File: src/hdl/acfp_pkg.sv
package acfp_pkg;

  // Line and word geometry
  localparam int unsigned MAX_WORD_BITS = 16;
  localparam int unsigned WB_W          = 5;
  localparam int unsigned BP_W          = 4;
  localparam int unsigned CHAR_W        = 8;
  localparam int unsigned STEP_W        = 4;

  // Sequencer steps: start bit, eight data bits, stop bit, then pad
  localparam logic [STEP_W-1:0] STEP_START = 4'd0;
  localparam logic [STEP_W-1:0] STEP_STOP  = 4'd9;
  localparam logic [STEP_W-1:0] STEP_PAD   = 4'd10;

  localparam logic [WB_W-1:0] WORD_BITS_RESET = 5'd16;

  // Function codes carried on the input tuser
  localparam logic FUNC_SEND  = 1'b0;
  localparam logic FUNC_FLUSH = 1'b1;

  // One classified command from the front end
  typedef struct packed {
    logic              flush;
    logic              restart;
    logic              pad;
    logic [CHAR_W-1:0] char_byte;
  } acfp_cmd_t;

  // Top bit position for a raw word width, clamped to 1..MAX_WORD_BITS
  function automatic logic [BP_W-1:0] eff_wm1(input logic [WB_W-1:0] wb);
    logic [BP_W-1:0] r;
    if (wb == '0) begin
      r = '0;
    end else if (wb > WB_W'(MAX_WORD_BITS)) begin
      r = BP_W'(MAX_WORD_BITS - 1);
    end else begin
      r = BP_W'(wb - 5'd1);
    end
    return r;
  endfunction

  // Ones in bit positions p down to 0
  function automatic logic [MAX_WORD_BITS-1:0] low_mask(input logic [BP_W-1:0] p);
    logic [MAX_WORD_BITS:0] t;
    t = ((MAX_WORD_BITS+1)'(1) << ({1'b0, p} + 5'd1)) - (MAX_WORD_BITS+1)'(1);
    return t[MAX_WORD_BITS-1:0];
  endfunction

endpackage

File: src/hdl/acfp_front.sv
module acfp_front (
  input  logic                  clk,
  input  logic                  rst_n,
  input  logic                  in_tvalid,
  output logic                  in_tready,
  input  logic [7:0]            in_tdata,   // [7:0] char_byte
  input  logic                  in_tlast,   // queue_empty
  input  logic                  in_tuser,   // func
  input  logic                  q_full,
  output logic                  q_push,
  output acfp_pkg::acfp_cmd_t   q_din
);
  import acfp_pkg::*;

  logic bs_r;
  logic bs_nxt;

  // Accept whenever the queue has room
  assign in_tready = !q_full;
  assign q_push    = in_tvalid && in_tready;

  // Classify the item: mode comes from the stream state and queue_empty
  always_comb begin
    q_din.flush     = (in_tuser == FUNC_FLUSH);
    q_din.restart   = bs_r;
    q_din.pad       = in_tlast;
    q_din.char_byte = in_tdata[CHAR_W-1:0];
  end

  // Track between-streams; flush leaves it alone
  always_comb begin
    bs_nxt = bs_r;
    if (q_push && (in_tuser == FUNC_SEND)) begin
      bs_nxt = in_tlast;
    end
  end

  always_ff @(posedge clk) begin
    if (!rst_n) begin
      bs_r <= 1'b1;
    end else begin
      bs_r <= bs_nxt;
    end
  end

endmodule

File: src/hdl/acfp_queue.sv
module acfp_queue (
  input  logic                clk,
  input  logic                rst_n,
  input  logic                push,
  input  acfp_pkg::acfp_cmd_t din,
  output logic                full,
  input  logic                pop,
  output logic                valid,
  output acfp_pkg::acfp_cmd_t dout
);
  import acfp_pkg::*;

  acfp_cmd_t  mem_r [2];
  logic       wr_ptr_r, wr_ptr_nxt;
  logic       rd_ptr_r, rd_ptr_nxt;
  logic [1:0] cnt_r, cnt_nxt;

  assign full  = (cnt_r == 2'd2);
  assign valid = (cnt_r != 2'd0);
  assign dout  = mem_r[rd_ptr_r];

  // Advance pointers and occupancy
  always_comb begin
    wr_ptr_nxt = push ? ~wr_ptr_r : wr_ptr_r;
    rd_ptr_nxt = pop  ? ~rd_ptr_r : rd_ptr_r;
    cnt_nxt    = cnt_r + {1'b0, push} - {1'b0, pop};
  end

  always_ff @(posedge clk) begin
    if (!rst_n) begin
      wr_ptr_r <= 1'b0;
      rd_ptr_r <= 1'b0;
      cnt_r    <= 2'd0;
    end else begin
      wr_ptr_r <= wr_ptr_nxt;
      rd_ptr_r <= rd_ptr_nxt;
      cnt_r    <= cnt_nxt;
    end
  end

  // Store the command
  always_ff @(posedge clk) begin
    if (push) begin
      mem_r[wr_ptr_r] <= din;
    end
  end

endmodule

File: src/hdl/acfp_back.sv
module acfp_back (
  input  logic                clk,
  input  logic                rst_n,
  input  logic                cmd_valid,
  input  acfp_pkg::acfp_cmd_t cmd,
  output logic                cmd_pop,
  input  logic                cfg_we,
  input  logic [3:0]          cfg_wm1,
  input  logic [3:0]          wm1,
  output logic                out_tvalid,
  input  logic                out_tready,
  output logic [15:0]         out_tdata,
  output logic                out_tlast
);
  import acfp_pkg::*;

  logic [MAX_WORD_BITS-1:0] partial_r;
  logic [BP_W-1:0]          bp_r, bp_nxt;
  logic [STEP_W-1:0]        step_r, step_nxt;
  logic                     out_valid_r, out_valid_nxt;
  logic [MAX_WORD_BITS-1:0] out_word_r;
  logic                     out_last_r;

  logic [STEP_W-1:0]        step_c;
  logic [STEP_W-1:0]        rem_c;
  logic [BP_W-1:0]          bp_cur;
  logic                     bit_c;
  logic [MAX_WORD_BITS-1:0] word_c;
  logic                     emit_c;
  logic                     last_c;
  logic                     done_c;
  logic                     adv_c;

  // Current step: a flush goes straight to the pad step
  always_comb begin
    step_c = cmd.flush ? STEP_PAD : step_r;
    bp_cur = ((step_c == STEP_START) && cmd.restart) ? wm1 : bp_r;
    rem_c  = STEP_STOP - step_c;
  end

  // Pick the line bit for this step
  always_comb begin
    if (step_c == STEP_START) begin
      bit_c = 1'b0;
    end else if (step_c == STEP_STOP) begin
      bit_c = 1'b1;
    end else begin
      bit_c = cmd.char_byte[3'(step_c - 4'd1)];
    end
  end

  // Place one bit, or pad the partial word with mark bits
  always_comb begin
    word_c = partial_r;
    if (step_c == STEP_PAD) begin
      word_c = partial_r | low_mask(bp_cur);
      emit_c = (bp_cur != wm1);
      last_c = 1'b1;
      bp_nxt = wm1;
      done_c = 1'b1;
    end else begin
      word_c[bp_cur] = bit_c;
      emit_c = (bp_cur == '0);
      last_c = (rem_c <= wm1) && !(cmd.pad && (rem_c != '0));
      bp_nxt = emit_c ? wm1 : bp_cur - 4'd1;
      done_c = (step_c == STEP_STOP) && !cmd.pad;
    end
  end

  // Advance unless a word is due and the output slot is held
  always_comb begin
    adv_c         = cmd_valid && (!emit_c || !out_valid_r || out_tready);
    cmd_pop       = adv_c && done_c;
    step_nxt      = done_c ? STEP_START : step_c + 4'd1;
    out_valid_nxt = out_valid_r;
    if (adv_c && emit_c) begin
      out_valid_nxt = 1'b1;
    end else if (out_tready) begin
      out_valid_nxt = 1'b0;
    end
  end

  always_ff @(posedge clk) begin
    if (!rst_n) begin
      bp_r        <= BP_W'(MAX_WORD_BITS - 1);
      step_r      <= STEP_START;
      out_valid_r <= 1'b0;
    end else begin
      out_valid_r <= out_valid_nxt;
      if (cfg_we) begin
        bp_r   <= cfg_wm1;
        step_r <= STEP_START;
      end else if (adv_c) begin
        bp_r   <= bp_nxt;
        step_r <= step_nxt;
      end
    end
  end

  // Hold the partial word and the output word
  always_ff @(posedge clk) begin
    if (adv_c) begin
      partial_r <= word_c;
    end
    if (adv_c && emit_c) begin
      out_word_r <= word_c | ~low_mask(wm1);
      out_last_r <= last_c;
    end
  end

  assign out_tvalid = out_valid_r;
  assign out_tdata  = out_word_r;
  assign out_tlast  = out_last_r;

endmodule

File: src/hdl/async_char_framer_packer_core.sv
// Channel | Ports                        | Content
// in      | in_tvalid/in_tready          | tdata[7:0] char_byte, tlast queue_empty,
//         |                              | tuser func (0 send, 1 flush)
// out     | out_tvalid/out_tready        | tdata[15:0] tx_word, tlast last
// cfg     | cfg_valid/cfg_ready          | cfg_data[4:0] word_bits
//
// The back end shifts one line bit per cycle; a send steps through start, data
// and stop bits, and a pad step if queue_empty asks; a flush has just the pad step.
// Words leave through a one-entry output register; the back end stalls only when
// a word is due and that register is still held.
// A two-entry command queue lets the input side run ahead of the back end.
// Reset (rst_n low, synchronous) restores word_bits 16 and empties everything.
module async_char_framer_packer_core (
  input  logic        clk,
  input  logic        rst_n,
  input  logic        in_tvalid,
  output logic        in_tready,
  input  logic [7:0]  in_tdata,    // [7:0] char_byte
  input  logic        in_tlast,    // queue_empty
  input  logic        in_tuser,    // func
  output logic        out_tvalid,
  input  logic        out_tready,
  output logic [15:0] out_tdata,   // [15:0] tx_word
  output logic        out_tlast,   // last
  input  logic        cfg_valid,
  output logic        cfg_ready,
  input  logic [4:0]  cfg_data     // [4:0] word_bits
);
  import acfp_pkg::*;

  logic [WB_W-1:0] word_bits_r;
  logic [WB_W-1:0] word_bits_nxt;
  logic            cfg_we;
  logic [BP_W-1:0] wm1;
  logic [BP_W-1:0] cfg_wm1;

  acfp_cmd_t q_din;
  acfp_cmd_t q_dout;
  logic      q_push;
  logic      q_pop;
  logic      q_full;
  logic      q_valid;

  // Width register
  assign cfg_ready = 1'b1;
  assign cfg_we    = cfg_valid && cfg_ready;
  assign wm1       = eff_wm1(word_bits_r);
  assign cfg_wm1   = eff_wm1(cfg_data);

  always_comb begin
    word_bits_nxt = cfg_we ? cfg_data : word_bits_r;
  end

  always_ff @(posedge clk) begin
    if (!rst_n) begin
      word_bits_r <= WORD_BITS_RESET;
    end else begin
      word_bits_r <= word_bits_nxt;
    end
  end

  acfp_front u_front (
    .clk       (clk),
    .rst_n     (rst_n),
    .in_tvalid (in_tvalid),
    .in_tready (in_tready),
    .in_tdata  (in_tdata),
    .in_tlast  (in_tlast),
    .in_tuser  (in_tuser),
    .q_full    (q_full),
    .q_push    (q_push),
    .q_din     (q_din)
  );

  acfp_queue u_queue (
    .clk   (clk),
    .rst_n (rst_n),
    .push  (q_push),
    .din   (q_din),
    .full  (q_full),
    .pop   (q_pop),
    .valid (q_valid),
    .dout  (q_dout)
  );

  acfp_back u_back (
    .clk        (clk),
    .rst_n      (rst_n),
    .cmd_valid  (q_valid),
    .cmd        (q_dout),
    .cmd_pop    (q_pop),
    .cfg_we     (cfg_we),
    .cfg_wm1    (cfg_wm1),
    .wm1        (wm1),
    .out_tvalid (out_tvalid),
    .out_tready (out_tready),
    .out_tdata  (out_tdata),
    .out_tlast  (out_tlast)
  );

endmodule

File: config.mk
export PLATFORM = sky130hd
export DESIGN_NAME = async_char_framer_packer_core
export DESIGN_NICKNAME = d
export VERILOG_FILES = /design/src/hdl/acfp_pkg.sv /design/src/hdl/acfp_front.sv /design/src/hdl/acfp_queue.sv /design/src/hdl/acfp_back.sv /design/src/hdl/async_char_framer_packer_core.sv
export SDC_FILE = /design/constraint.sdc
export NUM_CORES = 1
export LEC_CHECK = 0
export BUFFER_PORTS_ARGS = -buffer_cell sky130_fd_sc_hd__clkbuf_2
export CORE_AREA = 2 2 133 103
export CTS_CLUSTER_DIAMETER = 80
export DETAILED_ROUTE_END_ITERATION = 6
export DIE_AREA = 0 0 135 105
export GPL_TIMING_DRIVEN = 0
export SYNTH_ARGS = -nofsm -noshare
export SYNTH_HDL_FRONTEND = slang
export SYNTH_SLANG_ARGS = --single-unit
File: constraint.sdc
create_clock -name clk -period 5.4 [get_ports clk]
set_clock_uncertainty 0.2 [all_clocks]
set_input_delay 0.27 -clock clk [delete_from_list [all_inputs] [get_ports clk]]
set_output_delay 0.27 -clock clk [all_outputs]
set_load 0.05 [all_outputs]
* Yosys cells after proc, flatten, opt, wreduce, memory -nomap -nowiden
Memory sizes are Yosys's and may differ from the RTL's. A register that Yosys moved wholly into a read port is not among the register bits. Cells that the tools add are included.
Storage, ports and cells: output and inout bits 20, RAM bits 22, register bits after elaboration 52, memories kept 1, input bits 20, logic and storage cells 96
Cells by class: shift-type cells 2, reduce and logical (&&, ||, !) cells 26, add/subtract/negate cells 12, magnitude comparators 6, bitwise gates (word level) 7, eq/ne operators 4, mux-type cells 27
Memory list:
- u_queue.mem_r | depth 2, bits a word 11, read ports 1, clocked after memory_dff 1, wr ports 1, line acfp_queue.sv:13 | acfp_cmd_t mem_r [2];
Operators with widths (count):
- $mux 4 | 11
- $or 16x16->16 | 2
- $shl 1x5->16 const A | 2
- $sub 16x2->16 const B | 2
- $bwmux 16 | 1
- $mux 16 | 1
- $not 16->16 | 1
- $mux 1 | 12
- $sub 4x1->4 const B | 3
- $add 4x1->5 const B | 2
- $gt 5x5->1 const B | 2
- $logic_and 1x1->1 | 10
- $logic_not 5->1 | 2
- $eq 4x4->1 const B | 2
- $logic_not 4->1 | 2
- $reduce_bool 2->1 | 3
- $logic_not 1->1 | 5
- $lt 4x5->1 const B | 1
- $add 4x1->4 const B | 1
- $demux 1 s4 | 1
- $ge 4x1->1 const B | 1
- $le 4x4->1 | 1
- $lt 3x4->1 const B | 1
- $ne 4x4->1 | 1
- other kinds (10) | 14

* Depth between registers and ports, before layout
Gate-level depths: netlist of the first run.
depth after elaboration 13, gate-level depth with buffers 18, mapped depth without buffers 15

* Hierarchy
From an unflattened synthesis of the first run, not the netlist that was laid out.
Second synthesis, totals: cell total of the unflattened synthesis 514, area total of the unflattened synthesis 4953.5 µm²
Modules (own cells, without submodules):
- acfp_back | times used 1, cells an instance 391, sequential area each 1171.1 µm², area an instance 3359.5 µm²
- acfp_queue | times used 1, cells an instance 55, sequential area each 760.7 µm², area an instance 1019.7 µm²
- async_char_framer_packer_core | times used 1, cells an instance 50, sequential area each 100.1 µm², area an instance 419.2 µm²
- acfp_front | times used 1, cells an instance 18, sequential area each 20.0 µm², area an instance 155.1 µm²

* Worst setup path after synthesis of the first run
OpenSTA, ideal clock, no wires.
path kind reg2reg, from register (tool-made name), to register u_back.out_word_r[12] (netlist: u_back.out_tdata[12]) (data pin), path buffers 3, library setup time 261 ps, arrival 3773 ps, cell stages (with the launch flop) 18, setup slack 1166 ps, clock period less this slack 4234 ps, required time 4939 ps, cell sequence dfxtp_1 -> buf_2 -> mux2_2 -> clkbuf_1 -> nor2_1 -> ha_1 -> or3b_1 -> buf_2 -> or3_4 -> nand3_1 -> nand2_1 -> inv_1 -> ha_1 -> and2_1 -> nand4_1 -> o311a_1 -> a2bb2oi_2 -> a311o_1
RTL lines:
- to (signal assigned) | line acfp_back.sv:106 | out_word_r <= word_c | ~low_mask(wm1);
- to (decl) | line acfp_back.sv:21 | logic [MAX_WORD_BITS-1:0] out_word_r;

==> results of run 1 <==
power groups by stage:
stage / logic [W] / clock network [W] / registers, W
final: 0.00138 / 0.000591 / 0.000882
after global routing: 0.00150 / 0.000622 / 0.000896
after CTS: 0.00136 / 0.000603 / 0.000883
after detailed placement: 0.00135 / 0 / 0.000895
after global placement: 0.00133 / 0 / 0.000890
after floorplan: 0.000930 / 0 / 0.000952
cell families (layout without fill, tap and decap cells):
family                     count (synthesis)  after routing
and+or+nand+nor                          175            175
buffers and inverters                     62            126
muxes                                     27             27
adders and majority gates                 20             20
xor gates and xnor gates                  12             12
other                                      1              3
AOI/OAI and AO/OA                        152            152
DFF                                       75             75
cell type report:
cell class	count	area [um2]	area share (%)
Clock buffer	9	225	3.84
Tap cell	171	214	3.65
Timing Repair Buffer	48	300	5.12
Inverter	26	97.6	1.66
Sequential cell	75	2050	35.0
Clock inverter	7	66.3	1.13
Multi-Input combinational cell	389	2720	46.3
Buffer	36	193	3.29
through the flow:
step / utilization, % / setup WS [ps] / power [W] / hold WS (ps)
after floorplan: - / 1170 / 0.00188 / 169
after global placement: 42.6 / 369 / 0.00222 / 232
after detailed placement: 42.8 / 416 / 0.00225 / 263
after CTS: 45.8 / 359 / 0.00285 / 23.9
after global routing: 45.8 / 39.0 / 0.00302 / 50.8
final: 45.8 / 302 / 0.00286 / 22.7
timing repair:
action / in CTS / in global routing
setup buffers: 0 / 0
endpoints found under the hold margin: 21 / 0
hold buffers: 10 / 0
endpoints found under the setup margin: 0 / 0
how the worst max path moves through the flow:
stage / to / slack (ps) / cells after the start
finish: u_back.out_tdata[12] / 300 / 17
global route: u_back.out_tdata[12] / 40 / 17
CTS: u_back.out_tdata[12] / 360 / 17
detailed placement: u_back.out_tdata[12] / 420 / 17
global placement: u_back.out_tdata[12] / 370 / 17
floorplan: u_back.out_tdata[12] / 1170 / 17
Yosys cell counts, types with 8 or more instances:
| library cell | instances |
|---|---|
| sky130_fd_sc_hd__a21oi_1 | 28 |
| sky130_fd_sc_hd__a31oi_1 | 11 |
| sky130_fd_sc_hd__and2_1 | 9 |
| sky130_fd_sc_hd__buf_2 | 10 |
| sky130_fd_sc_hd__clkbuf_1 | 18 |
| sky130_fd_sc_hd__dfxtp_1 | 20 |
| sky130_fd_sc_hd__edfxtp_1 | 55 |
| sky130_fd_sc_hd__ha_1 | 15 |
| sky130_fd_sc_hd__inv_1 | 26 |
| sky130_fd_sc_hd__mux2i_1 | 20 |
| sky130_fd_sc_hd__nand2_1 | 34 |
| sky130_fd_sc_hd__nand2b_1 | 13 |
| sky130_fd_sc_hd__nand3_1 | 11 |
| sky130_fd_sc_hd__nor2_1 | 40 |
| sky130_fd_sc_hd__nor2b_1 | 17 |
| sky130_fd_sc_hd__nor3_1 | 13 |
| sky130_fd_sc_hd__o21ai_0 | 25 |
| sky130_fd_sc_hd__o21ai_1 | 8 |
| sky130_fd_sc_hd__o31ai_1 | 9 |
| sky130_fd_sc_hd__xnor2_1 | 10 |
flip-flops by register name (all words and copies together), names as in the netlist, named ones only:
| signal | flops |
|---|---|
| u_back.out_tvalid | 1 |
| u_queue.wr_ptr_r | 1 |
| word_bits_r | 5 |
| u_back.partial_r | 16 |
| u_queue.mem_r | 22 |
| u_back.bp_r | 4 |
| u_back.out_tdata | 16 |
| u_back.out_tlast | 1 |
| u_front.bs_r | 1 |
| u_queue.cnt_r | 2 |
| u_queue.rd_ptr_r | 1 |
| u_back.step_r | 4 |
worst reg2reg max path: stages (launching register included):
cell                        delay (ps)
sky130_fd_sc_hd__dfxtp_1           300
sky130_fd_sc_hd__buf_2             200
sky130_fd_sc_hd__mux2_2            410
sky130_fd_sc_hd__clkbuf_1          270
sky130_fd_sc_hd__nor2_1            370
sky130_fd_sc_hd__ha_1              220
sky130_fd_sc_hd__or3b_1            330
sky130_fd_sc_hd__buf_2             190
sky130_fd_sc_hd__or3_4             420
sky130_fd_sc_hd__nand3_1           190
sky130_fd_sc_hd__nand2_1           150
sky130_fd_sc_hd__inv_1             160
sky130_fd_sc_hd__ha_1              360
sky130_fd_sc_hd__and2_1            330
sky130_fd_sc_hd__nand4_1           130
sky130_fd_sc_hd__o311a_1           160
sky130_fd_sc_hd__a2bb2oi_2         140
sky130_fd_sc_hd__a311o_1           320
per-layer routing:
layer  GRT usage [%]  vias to the layer above  part of all wire, %
li1                -                     2088                    -
met4            6.10                        0                  1.6
met5               0                        -                    0
met3            5.09                       27                  7.4
met2            30.8                      168                   42
met1            31.6                     2151                   49
==> qor.tcl, run 1 <==
set qor(final_cell_mix) {sky130_fd_sc_hd__edfxtp_1, sky130_fd_sc_hd__nor2_1, sky130_fd_sc_hd__clkbuf_2, sky130_fd_sc_hd__nand2_1, sky130_fd_sc_hd__a21oi_1}
set qor(grt_antenna_before_repair) 0
set qor(endpoint_kind) {flip-flop}
set qor(setup_viol_count_final) 0
set qor(route.detailed.vias_per_inst) 5.83
set qor(synth.area.top_cells) {sky130_fd_sc_hd__edfxtp_1, sky130_fd_sc_hd__dfxtp_1, sky130_fd_sc_hd__mux2i_1, sky130_fd_sc_hd__ha_1, sky130_fd_sc_hd__nor2_1}
set qor(fp-row-count) 36
set qor(tightestPinTransition_ps) 1050
set qor(synth_enable_flop_cells) 55
set qor(detail-route-antenna-nets) 0
set qor(synth_xor_xnor_area_share_pct) 2.23
set qor(number_of_standard_cells_after_synthesis) 524
set qor(grt-ovfl-total) 0
set qor(coreArea_mm2) 0.0128
set qor(worst-setup-path-type) {reg2reg}
set qor(rsz0062_at_grt) {no}
set qor(stdcell_area_mm2) 0.00586
set qor(numClockSinks) 75
set qor(share_of_total_power_consumed_by_net_switching_pct) 43.0
set qor(crit_arrival_ps) 4990
set qor(share_of_synthesized_cell_area_in_and_or_nand_and_nor_gates_pct) 18.4
set qor(p_leak_nw) 2.21
set qor(place.detailed.instances) 735
set qor(yosys.area.top_type_share_pct) 32.7
set qor(critPathBufInv) 4
set qor(crit_fanout) 10
set qor(grt_start_max_net_pins) 26
set qor(synth_adder_area_share_pct) 4.78
set qor(cell_area_synth_mm2) 0.00505
set qor(endpoints_failing_hold) 0
set qor(placement.cell_area_mm2) 0.00547
set qor(ctsLongestPathBuffers) 2
set qor(post_synthesis_compound_gate_area_fraction_pct) 21.7
set qor(worstPathCellList) {buf_2 -> mux2_2 -> clkbuf_1 -> nor2_1 -> ha_1 -> or3b_1 -> buf_2 -> or3_4 -> nand3_1 -> nand2_1 -> inv_1 -> ha_1 -> and2_1 -> nand4_1 -> o311a_1 -> a2bb2oi_2 -> a311o_1}
set qor(ys_dominant_reg_cell) {sky130_fd_sc_hd__edfxtp_1}
set qor(vias) 4434
set qor(min_period_ps) 5100
set qor(layout.cells.most_common) {sky130_fd_sc_hd__edfxtp_1}
set qor(timing.critical_path.slowest_stage_cell) {sky130_fd_sc_hd__or3_4}
set qor(irDropWorstVdd_mv) 0.243
set qor(timing.reg2reg.setup_slack_ps) 300
set qor(detail_route.wl_per_cell_um) 19.3
set qor(achievable-frequency_ghz) 0.196
set qor(drive_gt1_share_pct) 17.1
set qor(route.detailed.drc) 0
set qor(post_synth.cell_area_avg_um2) 9.63
set qor(buffer_ports.inserted) 37
set qor(design.die.area_mm2) 0.0142
set qor(critical_path_required_ps) 5290
set qor(drv_slew) 0
set qor(synth_seq_area_share_pct) 40.6
set qor(gpl_congestion) 0.974
set qor(grt_usage_pct) 21.4
set qor(startpoint_type) {flip-flop}
set qor(timing.rr.end) {u_back.out_tdata[12]}
set qor(dp_hpwl_um) 10900
set qor(combPwrFrac_pct) 48.5
set qor(timing.hold.worst.start) {cfg_data[1]}
set qor(numCtsBuffers) 9
set qor(totalWireLength_um) 14700
set qor(max-cap-violations) 0
set qor(cts_tree) {yes}
set qor(drt_iter0_drc) 381
set qor(synth_seq_cells) 75
set qor(synth_to_final_area_change_pct) 16.2
set qor(htree_levels) 3
set qor(critPathMaxStageDelay_ps) 420
set qor(synth_cell_type_count) 79
set qor(timing.hold.worst.class) {in2reg}
set qor(grt_first_pass_wirelength_um) 23600
set qor(cp_top_family) {simple AND/OR/NAND/NOR gates}
set qor(dr.pass1.iters) 5
set qor(synth_area_leader_cell) {sky130_fd_sc_hd__edfxtp_1}
set qor(reg2reg_depth) 17
set qor(flop_pwr_share_pct) 30.9
set qor(min_delay_path_depth) 3
set qor(clkTransAtPathRegs_ps) 70
set qor(postCtsResizedCells) 0
set qor(synth_mux_area_share_pct) 6.42
set qor(grt_pass1_vias) 4292
set qor(die_w_um) 135
set qor(clockPowerShare_pct) 20.7
set qor(fin_setup_tns_ps) 0
set qor(synth.yosys.warnings) 0
set qor(cts_root_buffer) {sky130_fd_sc_hd__clkbuf_16}
set qor(n_antenna_cell) 0
set qor(clk_latency_ps) 340
set qor(synth_top_family_by_area) {compound AO/OA/AOI/OAI gates}
set qor(worst_slew_margin_rel_pct) 30.0
set qor(power_density_mw_per_mm2) 487
set qor(finalNonFillerCells) 761
set qor(hold_end) {word_bits_r[1]}
set qor(effective_utilization_at_floorplan_pct) 39.5
set qor(layout_fillers) 1274
set qor(result_of_the_run) {finished clean}
set qor(tcrit_tclk_final_pct) 94.4
set qor(final_net_count) 620
set qor(power_report.internal_total_w) 0.00163
set qor(switching_power_w) 0.00123
set qor(ys_async_sr_fraction_pct) 0
set qor(die_height_um) 105
set qor(num_io_pins) 40
No activity file was read; power rests on OpenSTA's default activity.
==> run 2, diff against run 1 <==
--- a/config.mk
+++ b/config.mk
@@ -10,7 +10,8 @@
 export CTS_CLUSTER_DIAMETER = 80
 export DETAILED_ROUTE_END_ITERATION = 6
 export DIE_AREA = 0 0 135 105
-export GPL_TIMING_DRIVEN = 0
+export GPL_TIMING_DRIVEN = 1
+export SKIP_LAST_GASP = 1
 export SYNTH_ARGS = -nofsm -noshare
 export SYNTH_HDL_FRONTEND = slang
 export SYNTH_SLANG_ARGS = --single-unit
==> constraint.sdc (replaced) <==
create_clock -name clk -period 5.72 [get_ports clk]
set_clock_uncertainty 0.2 [all_clocks]
set_input_delay 0.286 -clock clk [delete_from_list [all_inputs] [get_ports clk]]
set_output_delay 0.286 -clock clk [all_outputs]
set_load 0.05 [all_outputs]
==> run 2 against run 1 <==
  * Design area down 2.5%
  * Hold slack better by 25 ps
  * Count of clock-buffer cells in the layout unchanged
  * Sequential share of layout area up 0.91 points
  * Worst setup slack better by 690 ps
  * Sequential power down 2%
  * Global-route usage down 2.1 points
  * Die area unchanged
  * Highest routed layer unchanged
==> qor.tcl, run 2 (synthesized netlist as in run 1, its figures left out) <==
set qor(numClockSinks) 75 ;# unchanged
set qor(drive_gt1_share_pct) 16.2 ;# was 17.1%
set qor(worstPathCellList) {mux2_2 -> nor2_1 -> ha_1 -> or3b_1 -> or3_4 -> nand3_1 -> nand2_1 -> inv_1 -> ha_1 -> and2_1 -> nand4_1 -> o311a_1 -> a2bb2oi_2 -> a311o_1} ;# was buf_2 -> mux2_2 -> clkbuf_1 -> nor2_1 -> ha_1 -> or3b_1 -> buf_2 -> or3_4 -> nand3_1 -> nand2_1 -> inv_1 -> ha_1 -> and2_1 -> nand4_1 -> o311a_1 -> a2bb2oi_2 -> a311o_1
set qor(max-cap-violations) 0 ;# unchanged
set qor(detail-route-antenna-nets) 0 ;# unchanged
set qor(tcrit_tclk_final_pct) 82.6 ;# was 94.4%
set qor(grt_pass1_vias) 3992 ;# was 4292
set qor(layout_setup_ws_ps) 994 ;# was 302 ps
set qor(drt_iter0_drc) 417 ;# was 381
set qor(coreArea_mm2) 0.0128 ;# unchanged
set qor(cts_tree) {yes} ;# unchanged
set qor(ctsLongestPathBuffers) 2 ;# unchanged
set qor(n_antenna_cell) 0 ;# unchanged
set qor(dp_worst_setup_slack_ps) 1070 ;# was 416 ps
set qor(result_of_the_run) {finished clean} ;# unchanged
set qor(die_w_um) 135 ;# unchanged
set qor(place.detailed.instances) 706 ;# was 735
set qor(layout.cells.most_common) {sky130_fd_sc_hd__edfxtp_1} ;# unchanged
set qor(grt_usage_pct) 19.2 ;# was 21.4%
set qor(largest_register_ffs) 22 ;# unchanged
set qor(timing.hold.worst.class) {in2reg} ;# unchanged
set qor(worst_slew_margin_rel_pct) 34.5 ;# was 30.0%
set qor(grt_antenna_before_repair) 0 ;# unchanged
set qor(buffer_ports.inserted) 38 ;# was 37
set qor(htree_levels) 3 ;# unchanged
set qor(rsz0062_at_grt) {no} ;# unchanged
set qor(tightestPinTransition_ps) 979 ;# was 1050 ps
set qor(flop_pwr_share_pct) 33.4 ;# was 30.9%
set qor(finalNonFillerCells) 732 ;# was 761
set qor(critPathBufInv) 1 ;# was 4
set qor(drv_slew) 0 ;# unchanged
set qor(num_io_pins) 40 ;# unchanged
set qor(achievable-frequency_ghz) 0.212 ;# was 0.196 GHz
set qor(final_power_w) 0.00260 ;# was 0.00286 W
set qor(setup_viol_count_final) 0 ;# unchanged
set qor(final_cell_mix) {sky130_fd_sc_hd__edfxtp_1, sky130_fd_sc_hd__nor2_1, sky130_fd_sc_hd__clkbuf_2, sky130_fd_sc_hd__nand2_1, sky130_fd_sc_hd__a21oi_1} ;# unchanged
set qor(combPwrFrac_pct) 45.5 ;# was 48.5%
set qor(endpoint_kind) {flip-flop} ;# unchanged
set qor(die_height_um) 105 ;# unchanged
set qor(synth_to_final_area_change_pct) 13.2 ;# was 16.2%
set qor(route.detailed.drc) 0 ;# unchanged
set qor(cp_top_family) {simple AND/OR/NAND/NOR gates} ;# unchanged
set qor(effective_utilization_at_floorplan_pct) 39.5 ;# unchanged
set qor(irDropWorstVdd_mv) 0.236 ;# was 0.243 mV
set qor(crit_fanout) 22 ;# was 10
set qor(route.detailed.vias_per_inst) 5.72 ;# was 5.83
set qor(dr.pass1.iters) 5 ;# unchanged
set qor(startpoint_type) {flip-flop} ;# unchanged
set qor(timing.critical_path.slowest_stage_cell) {sky130_fd_sc_hd__or3_4} ;# unchanged
set qor(endpoints_failing_hold) 0 ;# unchanged
set qor(p_leak_nw) 2.13 ;# was 2.21 nW
set qor(gpl_congestion) 0.948 ;# was 0.974
set qor(cts_root_buffer) {sky130_fd_sc_hd__clkbuf_16} ;# unchanged
set qor(power_report.internal_total_w) 0.00151 ;# was 0.00163 W
set qor(power_density_mw_per_mm2) 455 ;# was 487 mW/mm2
set qor(worst-setup-path-type) {reg2reg} ;# unchanged
set qor(share_of_total_power_consumed_by_net_switching_pct) 42.0 ;# was 43.0%
set qor(crit_arrival_ps) 4620 ;# was 4990 ps
set qor(final_net_count) 591 ;# was 620
set qor(vias) 4189 ;# was 4434
set qor(fin_setup_tns_ps) 0 ;# unchanged
set qor(grt_start_max_net_pins) 29 ;# was 26
set qor(switching_power_w) 0.00109 ;# was 0.00123 W
set qor(finalCoreUtilization_pct) 44.7 ;# was 45.8%
set qor(grt-ovfl-total) 0 ;# unchanged
set qor(dp_hpwl_um) 9620 ;# was 10900 um
set qor(cell_repeated_most_along_the_worst_path) {sky130_fd_sc_hd__ha_1}
set qor(critPathMaxStageDelay_ps) 540 ;# was 420 ps
set qor(min_period_ps) 4730 ;# was 5100 ps
set qor(grt_first_pass_wirelength_um) 21400 ;# was 23600 um
set qor(clkTransAtPathRegs_ps) 70 ;# about the same
set qor(design.die.area_mm2) 0.0142 ;# unchanged
set qor(fp-row-count) 36 ;# unchanged
set qor(totalWireLength_um) 13000 ;# was 14700 um
set qor(numCtsBuffers) 9 ;# unchanged
set qor(detail_route.wl_per_cell_um) 17.8 ;# was 19.3 um
set qor(postCtsSetupBuffers) 0 ;# unchanged
set qor(registers.top_by_ff_count) {u_queue.mem_r} ;# unchanged
set qor(clk_latency_ps) 340 ;# about the same
set qor(clockPowerShare_pct) 21.1 ;# was 20.7%
set qor(critical_path_required_ps) 5610 ;# was 5290 ps
-- run 2: changes by cell type in the layout (fill, tap and decap cells not counted), moves of 2 or more --
cell                       previous run  this run
sky130_fd_sc_hd__clkbuf_1            18         0
sky130_fd_sc_hd__buf_2               10         0
sky130_fd_sc_hd__buf_4                3         7
sky130_fd_sc_hd__buf_6                3         0
sky130_fd_sc_hd__buf_8                2         0
-- run 2: worst min-delay path: stages --
cell	delay, ps
sky130_fd_sc_hd__clkbuf_2	100
sky130_fd_sc_hd__mux2i_1	70
sky130_fd_sc_hd__nor2b_1	90
-- run 2: power by group through the flow --
stage / registers (W) / clock network [W] / logic, W
5_1_grt: 0.000886 / 0.000585 / 0.00130
3_5_place_dp: 0.000879 / 0 / 0.00117
2_1_floorplan: 0.000899 / 0 / 0.000878
3_3_place_gp: 0.000877 / 0 / 0.00116
6_report: 0.000868 / 0.000549 / 0.00118
4_1_cts: 0.000869 / 0.000560 / 0.00118
-- run 2: per-layer routing --
metal  vias up  part of all wire (%)  GRT usage [%]
met5         -                     0              0
met4         0                   1.1           4.76
met3        17                   7.1           4.37
met2       158                    43           27.5
met1      1980                    49           29.1
li1       2034                     -              -
-- run 2: through the flow --
stage / hold WS [ps] / area (um2)
CTS: 40.8 / 5720
finish: 47.5 / 5720
detailed placement: 242 / 5330
floorplan: 185 / 5060
global route: 65.9 / 5720
global placement: 233 / 5330
-- run 2: path summary, 6_finish.rpt --
| check | start | to | slack, ps | cells past startpoint |
|---|---|---|---|---|
| hold / removal | cfg_data[1] | word_bits_r[1] | 50 | 3 |
| hold reg to reg | u_front.bs_r | u_queue.mem_r[1][9] | 250 | 0 |
| setup reg to reg | flip-flop | u_back.out_tdata[12] | 990 | 14 |
| setup / recovery | flip-flop | u_back.out_tdata[12] | 990 | 14 |
-- run 2: timing repair --
item / CTS / global route
hold endpoints to repair: 21 / 0
hold buffers: 10 / 0
gates resized for setup: 0 / 0
-- run 2: final cells by class --
cell class	count	area (um2)
Sequential cell	75	2050
Tap cell	171	214
Fill cell	1234	7080
Multi-Input combinational cell	389	2720
Inverter	26	97.6
Clock buffer	9	225
Clock inverter	7	65.1
Timing Repair Buffer	55	343
==> run 3, diff against run 2 <==
==> constraint.sdc (replaced) <==
create_clock -name clk -period 4.15 [get_ports clk]
set_clock_uncertainty 0.2 [all_clocks]
set_input_delay 0.2075 -clock clk [delete_from_list [all_inputs] [get_ports clk]]
set_output_delay 0.2075 -clock clk [all_outputs]
set_load 0.05 [all_outputs]
==> run 3 against run 2 <==
  * Utilization rose by 1.0 points
  * Maximum frequency rose by 23%
  * First-iteration DRC count rose by 5.3%
  * Register-to-register slack got worse by 680 ps
  * Hold slack got worse by 42 ps
  * Critical path depth rose by 1
  * Routed wire length rose by 7.2%
  * Largest cell class unchanged
  * Highest routed layer unchanged
==> qor.tcl, run 3 (synthesized netlist as in run 1, its figures left out) <==
set qor(n_antenna_cell) 0 ;# unchanged
set qor(die_height_um) 105 ;# unchanged
set qor(synth_to_final_area_change_pct) 15.7 ;# was 13.2%
set qor(dp_hpwl_um) 10300 ;# was 9620 um
set qor(htree_levels) 3 ;# unchanged
set qor(detail_route.wl_per_cell_um) 18.7 ;# was 17.8 um
set qor(numClockSinks) 75 ;# unchanged
set qor(critPathMaxStageDelay_ps) 380 ;# was 540 ps
set qor(clkTransAtPathRegs_ps) 60 ;# was 70 ps
set qor(irDropWorstVdd_mv) 0.348 ;# was 0.236 mV
set qor(ctsLongestPathBuffers) 2 ;# unchanged
set qor(fp-row-count) 36 ;# unchanged
set qor(power_density_mw_per_mm2) 626 ;# was 455 mW/mm2
set qor(effective_utilization_at_floorplan_pct) 39.5 ;# unchanged
set qor(detail-route-antenna-nets) 0 ;# unchanged
set qor(fin_setup_tns_ps) 0 ;# unchanged
set qor(die_w_um) 135 ;# unchanged
set qor(grt_antenna_before_repair) 0 ;# unchanged
set qor(worstPathCellList) {buf_4 -> mux2i_1 -> nand2_1 -> ha_1 -> or3b_1 -> or3_4 -> nand3_1 -> nand2_1 -> inv_1 -> ha_2 -> and2_1 -> nand4_1 -> o311a_1 -> a2bb2oi_2 -> a311o_1} ;# was mux2_2 -> nor2_1 -> ha_1 -> or3b_1 -> or3_4 -> nand3_1 -> nand2_1 -> inv_1 -> ha_1 -> and2_1 -> nand4_1 -> o311a_1 -> a2bb2oi_2 -> a311o_1
set qor(cts_tree) {yes} ;# unchanged
set qor(registers.top_by_ff_count) {u_queue.mem_r} ;# unchanged
set qor(startpoint_type) {flip-flop} ;# unchanged
set qor(route.detailed.drc) 0 ;# unchanged
set qor(finalNonFillerCells) 747 ;# was 732
set qor(totalWireLength_um) 14000 ;# was 13000 um
set qor(tightestPinTransition_ps) 965 ;# was 979 ps
set qor(final_cell_mix) {sky130_fd_sc_hd__edfxtp_1, sky130_fd_sc_hd__nor2_1, sky130_fd_sc_hd__clkbuf_2, sky130_fd_sc_hd__nand2_1, sky130_fd_sc_hd__a21oi_1} ;# unchanged
set qor(crit_arrival_ps) 3730 ;# was 4620 ps
set qor(design.die.area_mm2) 0.0142 ;# unchanged
set qor(tcrit_tclk_final_pct) 92.4 ;# was 82.6%
set qor(achievable-frequency_ghz) 0.261 ;# was 0.212 GHz
set qor(rsz0062_at_grt) {no} ;# unchanged
set qor(layout_fillers) 1265 ;# was 1234
set qor(coreArea_mm2) 0.0128 ;# unchanged
set qor(route.detailed.vias_per_inst) 5.88 ;# was 5.72
set qor(largest_register_ffs) 22 ;# unchanged
set qor(layout.cells.most_common) {sky130_fd_sc_hd__edfxtp_1} ;# unchanged
set qor(endpoints_failing_hold) 0 ;# unchanged
set qor(final_net_count) 606 ;# was 591
set qor(critical_path_required_ps) 4050 ;# was 5610 ps
set qor(timing.hold.worst.class) {in2reg} ;# unchanged
set qor(place.detailed.instances) 717 ;# was 706
set qor(drive_gt1_share_pct) 18.1 ;# was 16.2%
set qor(cts_root_buffer) {sky130_fd_sc_hd__clkbuf_16} ;# unchanged
set qor(endpoint_kind) {flip-flop} ;# unchanged
set qor(grt_start_max_net_pins) 29 ;# unchanged
set qor(numCtsBuffers) 9 ;# unchanged
set qor(worst_slew_margin_rel_pct) 35.5 ;# was 34.5%
set qor(timing.critical_path.slowest_stage_cell) {sky130_fd_sc_hd__or3_4} ;# unchanged
set qor(postCtsSetupBuffers) 0 ;# unchanged
set qor(worst-setup-path-type) {reg2reg} ;# unchanged
set qor(result_of_the_run) {finished clean} ;# unchanged
set qor(p_leak_nw) 2.20 ;# was 2.13 nW
set qor(cts_hold_repair.buffers) 14 ;# was 10
set qor(min_period_ps) 3830 ;# was 4730 ps
set qor(buffer_ports.inserted) 38 ;# unchanged
set qor(grt_first_pass_wirelength_um) 22600 ;# was 21400 um
set qor(gpl_congestion) 0.918 ;# was 0.948
set qor(cell_repeated_most_along_the_worst_path) {sky130_fd_sc_hd__nand2_1} ;# was sky130_fd_sc_hd__ha_1
set qor(crit_fanout) 8 ;# was 22
set qor(drt_iter0_drc) 439 ;# was 417
set qor(max-cap-violations) 0 ;# unchanged
set qor(grt_usage_pct) 20.5 ;# was 19.2%
set qor(postCtsResizedCells) 0 ;# unchanged
set qor(grt-ovfl-total) 0 ;# unchanged
set qor(setup_viol_count_final) 0 ;# unchanged
set qor(num_io_pins) 40 ;# unchanged
set qor(grt_pass1_vias) 4071 ;# was 3992
set qor(clk_latency_ps) 350 ;# was 340 ps
set qor(drv_slew) 0 ;# unchanged
set qor(vias) 4391 ;# was 4189
set qor(dr.pass1.iters) 6 ;# was 5
==> run 3: layout make-up <==
type	count	area, um2	area share, %
inverters	26	97.6	1.67
flip-flops and latches	75	2050	35.1
clock inverters	7	65.1	1.11
multi-input cells	389	2720	46.6
repair buffers	70	465	7.97
well taps	171	214	3.66
clock buffers	9	225	3.85
==> run 3: per-stage QoR <==
| step | instance area (um2) | total power [W] | setup WS, ps | util (%) | hold slack (ps) |
|---|---|---|---|---|---|
| after detailed placement | 5410 | 0.00288 | 366 | 42.3 | 202 |
| after global routing | 5840 | 0.00389 | 28.5 | 45.7 | 29.5 |
| final | 5840 | 0.00366 | 317 | 45.7 | 5.83 |
| after floorplan | 5060 | 0.00245 | 9.00 | - | 106 |
| after global placement | 5410 | 0.00286 | 423 | 42.3 | 196 |
| after CTS | 5840 | 0.00366 | 341 | 45.7 | 4.45 |
==> run 3: worst paths after layout <==
kind	from	cells after the start	endpoint	slack (ps)
worst min-delay path	rst_n	2	u_front.bs_r	6
worst min register to register	u_front.bs_r	0	u_queue.mem_r[1][9]	270
worst max register to register	flip-flop	15	u_back.out_tdata[12]	320
worst max-delay path	flip-flop	15	u_back.out_tdata[12]	320
==> run 3: report_power, final <==
group / internal (W) / switching [W]
clock network: 0.000420 / 0.000341
logic: 0.000627 / 0.00109
registers: 0.00107 / 0.000108
total: 0.00212 / 0.00154
==> run 3: per-layer routing <==
metal / vias to the layer above / track usage, % / share of wire (%)
li1: 2068 / - / -
met1: 2103 / 31.5 / 49
met2: 190 / 28.5 / 42
met3: 30 / 4.46 / 7.0
met4: 0 / 6.10 / 2.0
met5: - / 0 / 0
==> run 3: worst max-delay path, delay by kind of cell (launching register included) <==
family / cells / cell delay, ps
compound gates: 3 / 600
fa+ha+maj: 2 / 460
mux: 1 / 150
flops: 1 / 320
buf+inv: 2 / 290
simple gates: 7 / 1580
